## config.mk

```make
export PLATFORM = sky130hd
export DESIGN_NAME = spidx_cell
export DESIGN_NICKNAME = d
export VERILOG_FILES = /design/src/rtl/spidx_pkg.sv /design/src/rtl/spidx_cell.sv
export SDC_FILE = /design/constraint.sdc
export NUM_CORES = 1
export LEC_CHECK = 0
export ABC_AREA = 1
export BUFFER_PORTS_ARGS = -buffer_cell sky130_fd_sc_hd__buf_2
export CORE_MARGIN = 4
export CORE_UTILIZATION = 50
export DETAILED_ROUTE_END_ITERATION = 7
export HOLD_SLACK_MARGIN = 0.06
export PLACE_DENSITY = 0.9
export SLEW_MARGIN = 10
export SYNTH_ARGS = -nofsm -noshare
export SYNTH_HDL_FRONTEND = slang
export SYNTH_SLANG_ARGS = --single-unit
```

## constraint.sdc

```tcl
create_clock -name clk -period 1.95 [get_ports clk]
set_clock_uncertainty 0.05 [all_clocks]
set_input_delay 0.195 -clock clk [delete_from_list [all_inputs] [get_ports clk]]
set_output_delay 0.195 -clock clk [all_outputs]
set_load 0.01 [all_outputs]
```

## src/rtl/spidx_pkg.sv

```systemverilog
// Package with the types, codes and defaults of the sorted palette indexer.
package spidx_pkg;

	localparam int MAX_WIDTH_DEF       = 256;
	localparam int MAX_HEIGHT_DEF      = 256;
	localparam int PALETTE_ENTRIES_DEF = 256;

	localparam int COLOUR_W = 24;
	localparam int DIM_W    = 9;

	localparam logic [1:0] REQ_WRITE    = 2'd0;
	localparam logic [1:0] REQ_PAL_READ = 2'd1;
	localparam logic [1:0] REQ_PIX_READ = 2'd2;

	localparam logic [1:0] ST_OK         = 2'd0;
	localparam logic [1:0] ST_OUT_RANGE  = 2'd1;
	localparam logic [1:0] ST_FULL       = 2'd2;
	localparam logic [1:0] ST_RANK_RANGE = 2'd3;

	localparam logic [DIM_W-1:0] DIM_RESET = 9'd256;

	typedef struct packed {
		logic [1:0]          req_type;
		logic signed [15:0]  x_pos;
		logic signed [15:0]  y_pos;
		logic [COLOUR_W-1:0] colour;
		logic [7:0]          entry_rank;
	} req_t;

	typedef struct packed {
		logic [1:0]          status;
		logic [COLOUR_W-1:0] read_colour;
		logic [7:0]          pixel_index;
		logic [8:0]          colour_count;
	} res_t;

	// Status of one palette cell as seen by its right neighbor and the top level.
	typedef struct packed {
		logic valid;
		logic lt;
		logic eq;
		logic bnd;
	} cell_flags_t;

endpackage

```

## src/rtl/spidx_cell.sv

```systemverilog
// One cell of the sorted colour chain: holds one entry and shifts on insert.
module spidx_cell #(
	parameter bit RESET_VALID = 1'b0
) (
	input  logic                           clk,
	input  logic                           arst_n,
	input  logic                           ins,
	input  logic [spidx_pkg::COLOUR_W-1:0] key,
	input  logic [spidx_pkg::COLOUR_W-1:0] prev_val,
	input  logic                           prev_valid,
	input  logic                           prev_lt,
	output logic [spidx_pkg::COLOUR_W-1:0] val,
	output spidx_pkg::cell_flags_t         flags
);

	logic [spidx_pkg::COLOUR_W-1:0] val_q;
	logic                           valid_q;
	logic                           lt;

	assign lt          = valid_q && (val_q < key);
	assign val         = val_q;
	assign flags.valid = valid_q;
	assign flags.lt    = lt;
	assign flags.eq    = valid_q && (val_q == key);
	// The first entry that is not below the key sits where the lower run ends.
	assign flags.bnd   = prev_lt && !lt;

	always_ff @(posedge clk or negedge arst_n) begin
		if (!arst_n) begin
			val_q   <= '0;
			valid_q <= RESET_VALID;
		end else if (ins && !lt) begin
			val_q   <= prev_lt ? key : prev_val;
			valid_q <= valid_q | prev_valid;
		end
	end

endmodule

```

==> results by group, run 1 <==
Outcome
  – Outcome: complete, but fails checks
  – Failing checks: setup timing

CTS
  – CTS max path bufs: 2
  – CTS Root Cell: clkbuf_8
  – Htree depth: 1
  – TritonCTS clock tree: built
  – Num CTS Buffers: 3
  – Worst-Skew Late Latency: 0.27 ns
  – CTS Sinks: 25
  – Worst-path clk slew: 0.10 ns

GRT
  – Vias in the first global route: 2106
  – Largest net degree at the start of global routing: 49
  – GRT Util Overall: 20.9%
  – First-pass GRT wire length: 9210 um
  – Initial antenna violation count: 0
  – GR Overflow Total: 0

Logic synthesis
  – Yosys cell types: 23
  – Synth warn: 0
  – Syn Nets: 358
  – Cells after Synth: 281
  – Mapped Area: 0.00223 mm^2
  – Register area share after synthesis: 28.0%
  – Avg Cell Area, Syn: 7.95 um^2
  – FF+latch count, synth: 25

STA
  – Setup ws final: -0.0971 ns
  – Setup TNS: -1.03 ns
  – Slew @ Worst Pin: 0.598 ns
  – Final Cycle Share: 105%
  – Slew Viols, Final: 0
  – Setup violations, final: 27
  – RSZ-0062 raised after global routing: true
  – Fin crit period: 2.05 ns
  – Slew margin rel.: 60.1%
  – Fmax: 0.488 GHz
  – Final Hold Fails: 0

Setup path
  – Flop2flop setup slack: -0.06 ns
  – Endpoint class of the critical path: output pin
  – CP arrival: 1.80 ns
  – Crit path kind: flop to output pin
  – Startpoint types: flop
  – Reg2reg path depth: 11
  – Worst Path Required: 1.70 ns
  – Worst flop-to-flop path startpoint: val[19]$_DFFE_PN0P_
  – FF-to-FF End: val[12]$_DFFE_PN0P_
  – Crit path max fanout: 3

Finish
  – Share of cells above drive strength 1: 51.5%
  – Most frequent cells in the layout: buf_2, nand2_1, inv_1, nand2_2, nand3_1
  – Most common cell after layout, fill and taps aside: buf_2
  – Layout Area Growth over Synthesis: 40.8%
  – Post-Layout Cell Count: 431
  – Antenna fix cells: 0
  – Fillcell total: 316
  – Nets@finish: 457

Detailed routing
  – Drt total wl: 6390 um
  – Drt via density: 5.03
  – DR DRC count: 0
  – Antenna-violating nets left: 0
  – Via count: 2166
  – Initial DRC count: 109
  – WL/cell: 14.8 um
  – DRT Pass-1 Iters: 4

Placed design
  – Port bufs: 80
  – Final Wtd Congestion: 0.803
  – Hpwl dp: 4110 um
  – Post-Place Cells: 407
  – Dpl ws: -0.000339 ns

Floorplan
  – Die Y: 74.9 um
  – Core Area: 0.00435 mm^2
  – Row cnt: 24
  – Starting Density: 51.3%
  – Die Width: 74.9 um
  – Die area: 0.00560 mm^2
  – IO Pins: 81

Worst hold path
  – Hold path start: prev_valid
  – Hold depth: 2
  – HP Class: primary input to flop
  – Worst hold endpoint: valid_q$_DFFE_PN0P_

Pwr
  – Worst vdd ir: 0.000839 V
  – Pwr dens: 1300 mW/mm^2
  – P_leak: 1.71 nW

Flow run
  – Max_cap viols: 0
==> metal layers <==
layer	track usage (%)	up-vias	part of all wire, %
li1	-	1086	-
met4	5.34	0	2.4
met5	0	-	0
met3	2.14	14	5.0
met2	40.2	63	55
met1	24.4	1003	37
==> cell usage after synthesis (all sizes together) <==
cell	instances	share of area [%]
and3	1	0.34
nand4	1	0.95
a21oi	7	1.7
ha	24	13
nor2	9	2.5
dfrtp	25	28
o21ai	23	5.2
nand3	28	6.8
clkbuf	4	1.1
inv	37	6.2
nand2	109	29
a21o	3	1.0
buf	10	4.0
==> kinds of logic after synthesis <==
logic type | after synthesis | synth area share (%)
AND/OR/NAND/NOR | 148 | 39.3
adder cells (fa/ha/maj) | 24 | 13.4
buffers and inverters | 51 | 11.4
flip-flops | 25 | 28.0
AO/OA/AOI/OAI | 33 | 7.89
==> critical path: stages, from the launching register on <==
cell and delay, ns:
dfrtp_1 0.43, ha_4 0.31, nand2_2 0.07, nor2_4 0.12, nand2_4 0.07, nor2_4 0.12
nand2_2 0.08, nand3_4 0.08, inv_4 0.05, nor2_4 0.08, buf_6 0.11
==> flip-flops by register name, summed over array words and instances, names as in the netlist <==
signal	count
val	24
valid_q	1
==> power breakdown <==
part / leakage, nW / switching (W) / internal, W
registers: 0.306 / 0.000258 / 0.000752
logic: 1.38 / 0.00146 / 0.00130
clock network: 0.0228 / 0.000182 / 0.000147
total: 1.71 / 0.00190 / 0.00220
==> worst max-delay path by stage <==
stage	cells after the start	to	startpoint
detailed placement	10	val[23]$_DFFE_PN0P_	val[21]$_DFFE_PN0P_
global route	10	flags[0]	val[19]$_DFFE_PN0P_
floorplan	11	val[11]$_DFFE_PN0P_	val[15]$_DFFE_PN0P_
CTS	10	flags[0]	val[13]$_DFFE_PN0P_
global placement	10	val[23]$_DFFE_PN0P_	val[21]$_DFFE_PN0P_
finish	10	flags[0]	val[19]$_DFFE_PN0P_
==> repair_timing <==
item                       4_1_cts  5_1_grt
setup buffers                    9        8
setup endpoints to repair        4       27
cloned                           1        1
pin swaps                        9        6
hold buffers                     1        0
hold endpoints to repair        25        0
resized for setup               16       26
==> through the flow <==
stage | hold slack (ns) | util (%) | power, W | instance area, um^2
after floorplan | -0.151 | - | 0.00242 | 2230
after global placement | 0.167 | 60.7 | 0.00291 | 2650
after detailed placement | 0.186 | 60.7 | 0.00299 | 2650
after CTS | 0.0804 | 66.8 | 0.00365 | 2910
after global routing | 0.0832 | 72.2 | 0.00440 | 3150
final | 0.0780 | 72.2 | 0.00410 | 3150
==> cell type report <==
cell class / count / area [um^2] / share of cell area [%]
tap: 52 / 65.1 / 2.07
inverter: 37 / 141 / 4.49
multi-input combinational: 207 / 1650 / 52.3
clock buffer: 4 / 45.0 / 1.43
sequential: 25 / 629 / 20.0
timing repair buffer: 106 / 618 / 19.6
Note: power is estimated with default switching activity, not from simulation.
==> run 2: changes to the inputs <==
--- a/constraint.sdc
+++ b/constraint.sdc
@@ -3,3 +3,3 @@
 set_input_delay 0.195 -clock clk [delete_from_list [all_inputs] [get_ports clk]]
 set_output_delay 0.195 -clock clk [all_outputs]
-set_load 0.01 [all_outputs]
+set_load 0.05 [all_outputs]
==> run 2 against run 1 <==
  * Worst setup slack got worse by 0.045 ns
  * Sequential power barely moved
  * Core utilization is 2.2 points higher
  * The run still ends with setup timing left
  * Via count grew 6.0%
  * Power up 22%
  * Clock power rose by 4%
==> results by group, run 2 (same netlist as run 1, synthesis figures left out) <==
Floorplan
  – Die Width: 74.9 um (unchanged)
  – Starting Density: 51.3% (unchanged)
  – Row cnt: 24 (unchanged)
  – Die area: 0.00560 mm^2 (unchanged)
  – Die Y: 74.9 um (unchanged)
  – Core Area: 0.00435 mm^2 (unchanged)
  – IO Pins: 81 (unchanged)

STA
  – Slew Viols, Final: 0 (unchanged)
  – Fmax: 0.478 GHz (was 0.488 GHz)
  – Fin crit period: 2.09 ns (was 2.05 ns)
  – RSZ-0062 raised after global routing: true (unchanged)
  – Setup TNS: -1.04 ns (was -1.03 ns)
  – Setup ws final: -0.142 ns (was -0.0971 ns)
  – Slew @ Worst Pin: 0.596 ns (was 0.598 ns)
  – Setup violations, final: 26 (was 27)
  – Final Cycle Share: 107% (was 105%)
  – Final Hold Fails: 0 (unchanged)
  – Slew margin rel.: 60.3% (was 60.1%)

Pwr
  – Net Switching: 0.00269 W (was 0.00190 W)
  – Clk pwr share: 6.8% (was 8.0%)
  – Worst vdd ir: 0.000897 V (was 0.000839 V)
  – Combinational share of power: 72.7% (was 67.3%)
  – P_leak: 1.71 nW (about the same)
  – Tot Pwr: 0.00500 W (was 0.00410 W)
  – Sw Share: 53.8% (was 46.4%)
  – Pwr dens: 1540 mW/mm^2 (was 1300 mW/mm^2)
  – Sequential Power Share: 20.4% (was 24.6%)
  – Cell Int Power: 0.00231 W (was 0.00220 W)

Detailed routing
  – Antenna-violating nets left: 0 (unchanged)
  – Drt via density: 5.25 (was 5.03)
  – WL/cell: 15.0 um (was 14.8 um)
  – Via count: 2295 (was 2166)
  – Drt total wl: 6550 um (was 6390 um)
  – DR DRC count: 0 (unchanged)
  – DRT Pass-1 Iters: 4 (unchanged)
  – Initial DRC count: 152 (was 109)

Finish
  – Max reg flops: 24 (unchanged)
  – Most common cell after layout, fill and taps aside: buf_2 (unchanged)
  – Antenna fix cells: 0 (unchanged)
  – Most frequent cells in the layout: buf_2, nand2_1, inv_1, nand2_2, buf_4 (was buf_2, nand2_1, inv_1, nand2_2, nand3_1)
  – Layout Area Growth over Synthesis: 45.0% (was 40.8%)
  – Fillcell total: 297 (was 316)
  – Nets@finish: 463 (was 457)
  – Post-Layout Cell Count: 437 (was 431)
  – Final core utilization: 74.4% (was 72.2%)
  – Share of cells above drive strength 1: 57.7% (was 51.5%)

Placed design
  – Dpl ws: 0.00766 ns (was -0.000339 ns)
  – Post-Place Cells: 415 (was 407)
  – Final Wtd Congestion: 0.775 (was 0.803)
  – Hpwl dp: 4150 um (was 4110 um)
  – Port bufs: 80 (unchanged)

CTS
  – Worst-path clk slew: 0.11 ns (was 0.10 ns)
  – Num CTS Buffers: 3 (unchanged)
  – Worst-Skew Late Latency: 0.28 ns (was 0.27 ns)
  – Htree depth: 1 (unchanged)
  – CTS Sinks: 25 (unchanged)
  – CTS Root Cell: clkbuf_8 (unchanged)
  – TritonCTS clock tree: built (unchanged)
  – CTS max path bufs: 2 (unchanged)

Setup path
  – Worst flop-to-flop path startpoint: val[9]$_DFFE_PN0P_ (was val[19]$_DFFE_PN0P_)
  – CP cell instances: ha_4, nand2_1, nand2_1, nand2_2, nand2_1, nand2_1, nand2_1, nand2_2, nand3_4, inv_4, nor2_4, buf_8 (was ha_4, nand2_2, nor2_4, nand2_4, nor2_4, nand2_2, nand3_4, inv_4, nor2_4, buf_6)
  – CP top delay family: simple AND/OR/NAND/NOR gates (unchanged)
  – Worst Path Required: 1.70 ns (about the same)
  – Endpoint class of the critical path: output pin (unchanged)
  – Max incr delay on CP: 0.45 ns (was 0.43 ns)
  – CP most frequent cell: nand2_1 (was nor2_4)
  – Crit-path slowest cell: dfrtp_2 (was dfrtp_1)
  – Buffers and inverters on the worst path: 2 (unchanged)
  – Levels on crit path: 12 (was 10)
  – Crit path max fanout: 3 (unchanged)
  – FF-to-FF End: val[11]$_DFFE_PN0P_ (was val[12]$_DFFE_PN0P_)
  – Flop2flop setup slack: -0.07 ns (was -0.06 ns)
  – Reg2reg path depth: 13 (was 11)
  – CP arrival: 1.85 ns (was 1.80 ns)
  – Crit path kind: flop to output pin (unchanged)
  – Worst Setup SP: val[9]$_DFFE_PN0P_ (was val[19]$_DFFE_PN0P_)
  – Startpoint types: flop (unchanged)
  – CP endpoint: flags[0] (unchanged)

Outcome
  – Failing checks: setup timing (unchanged)
  – Outcome: complete, but fails checks (unchanged)

GRT
  – Largest net degree at the start of global routing: 49 (unchanged)
  – GRT Util Overall: 20.2% (was 20.9%)
  – Vias in the first global route: 2044 (was 2106)
  – GR Overflow Total: 0 (unchanged)
  – First-pass GRT wire length: 9000 um (was 9210 um)
  – Initial antenna violation count: 0 (unchanged)

Flow run
  – Max_cap viols: 0 (unchanged)

Worst hold path
  – HP Class: primary input to flop (unchanged)
run 2: how the worst min path moves through the flow:
| stage | to | depth (start not counted) | startpoint | slack [ns] |
|---|---|---|---|---|
| global route | valid_q$_DFFE_PN0P_ | 2 | prev_valid | 0.08 |
| CTS | valid_q$_DFFE_PN0P_ | 2 | prev_valid | 0.08 |
| global placement | val[5]$_DFFE_PN0P_ | 1 | arst_n | 0.18 |
| detailed placement | val[2]$_DFFE_PN0P_ | 1 | arst_n | 0.18 |
| floorplan | val[0]$_DFFE_PN0P_ | 0 | arst_n | -0.15 |
| finish | valid_q$_DFFE_PN0P_ | 2 | prev_valid | 0.09 |
run 2: area by class of cell:
| cell class | instances | area, um^2 | area share (%) |
|---|---|---|---|
| multi-input combinational | 208 | 1660 | 51.3 |
| timing repair buffer | 111 | 669 | 20.7 |
| sequential | 25 | 653 | 20.2 |
| inverter | 37 | 141 | 4.36 |
| tap | 52 | 65.1 | 2.01 |
| clock buffer | 3 | 41.3 | 1.27 |
| clock inverter | 1 | 7.51 | 0.232 |
run 2: through the flow:
stage                     hold WS (ns)  area, um^2
after CTS                       0.0830        2950
after global routing            0.0845        3240
after detailed placement         0.183        2820
final                           0.0878        3240
after floorplan                 -0.151        2340
after global placement           0.177        2820
run 2: metal layers:
layer	wire length, um	track usage [%]	vias to the layer above	share of wire (%)
li1	-	-	1098	-
met1	2590	24.9	1092	39
met2	3460	36.8	91	53
met3	414	2.14	14	6.3
met4	93	5.73	0	1.4
met5	0	0	-	0
run 2: what timing repair did:
action | CTS | global route
buffers inserted | 4 | 10
hold endpoints to repair | 25 | 0
cloned | 0 | 3
endpoints found under the setup margin | 3 | 27
hold buffers | 1 | 0
pin swaps | 7 | 16
gates resized for setup | 10 | 24
run 2: worst register-to-register path, cell delays in order (launching register included):
cell	delay [ns]
dfrtp_2	0.45
ha_4	0.29
nand2_1	0.05
nand2_1	0.07
nand2_2	0.05
nand2_1	0.06
nand2_1	0.05
nand2_1	0.08
nand2_2	0.07
nand3_4	0.09
buf_4	0.24
buf_6	0.19
nand3_1	0.11
nand2_2	0.10
run 2: power by group through the flow:
stage                     Clock, W  Sequential (W)  Combinational (W)
after detailed placement         0         0.00103            0.00298
after global routing      0.000357         0.00104            0.00391
after global placement           0        0.000999            0.00291
after floorplan                  0         0.00188            0.00142
final                     0.000341         0.00102            0.00364
after CTS                 0.000329         0.00101            0.00313
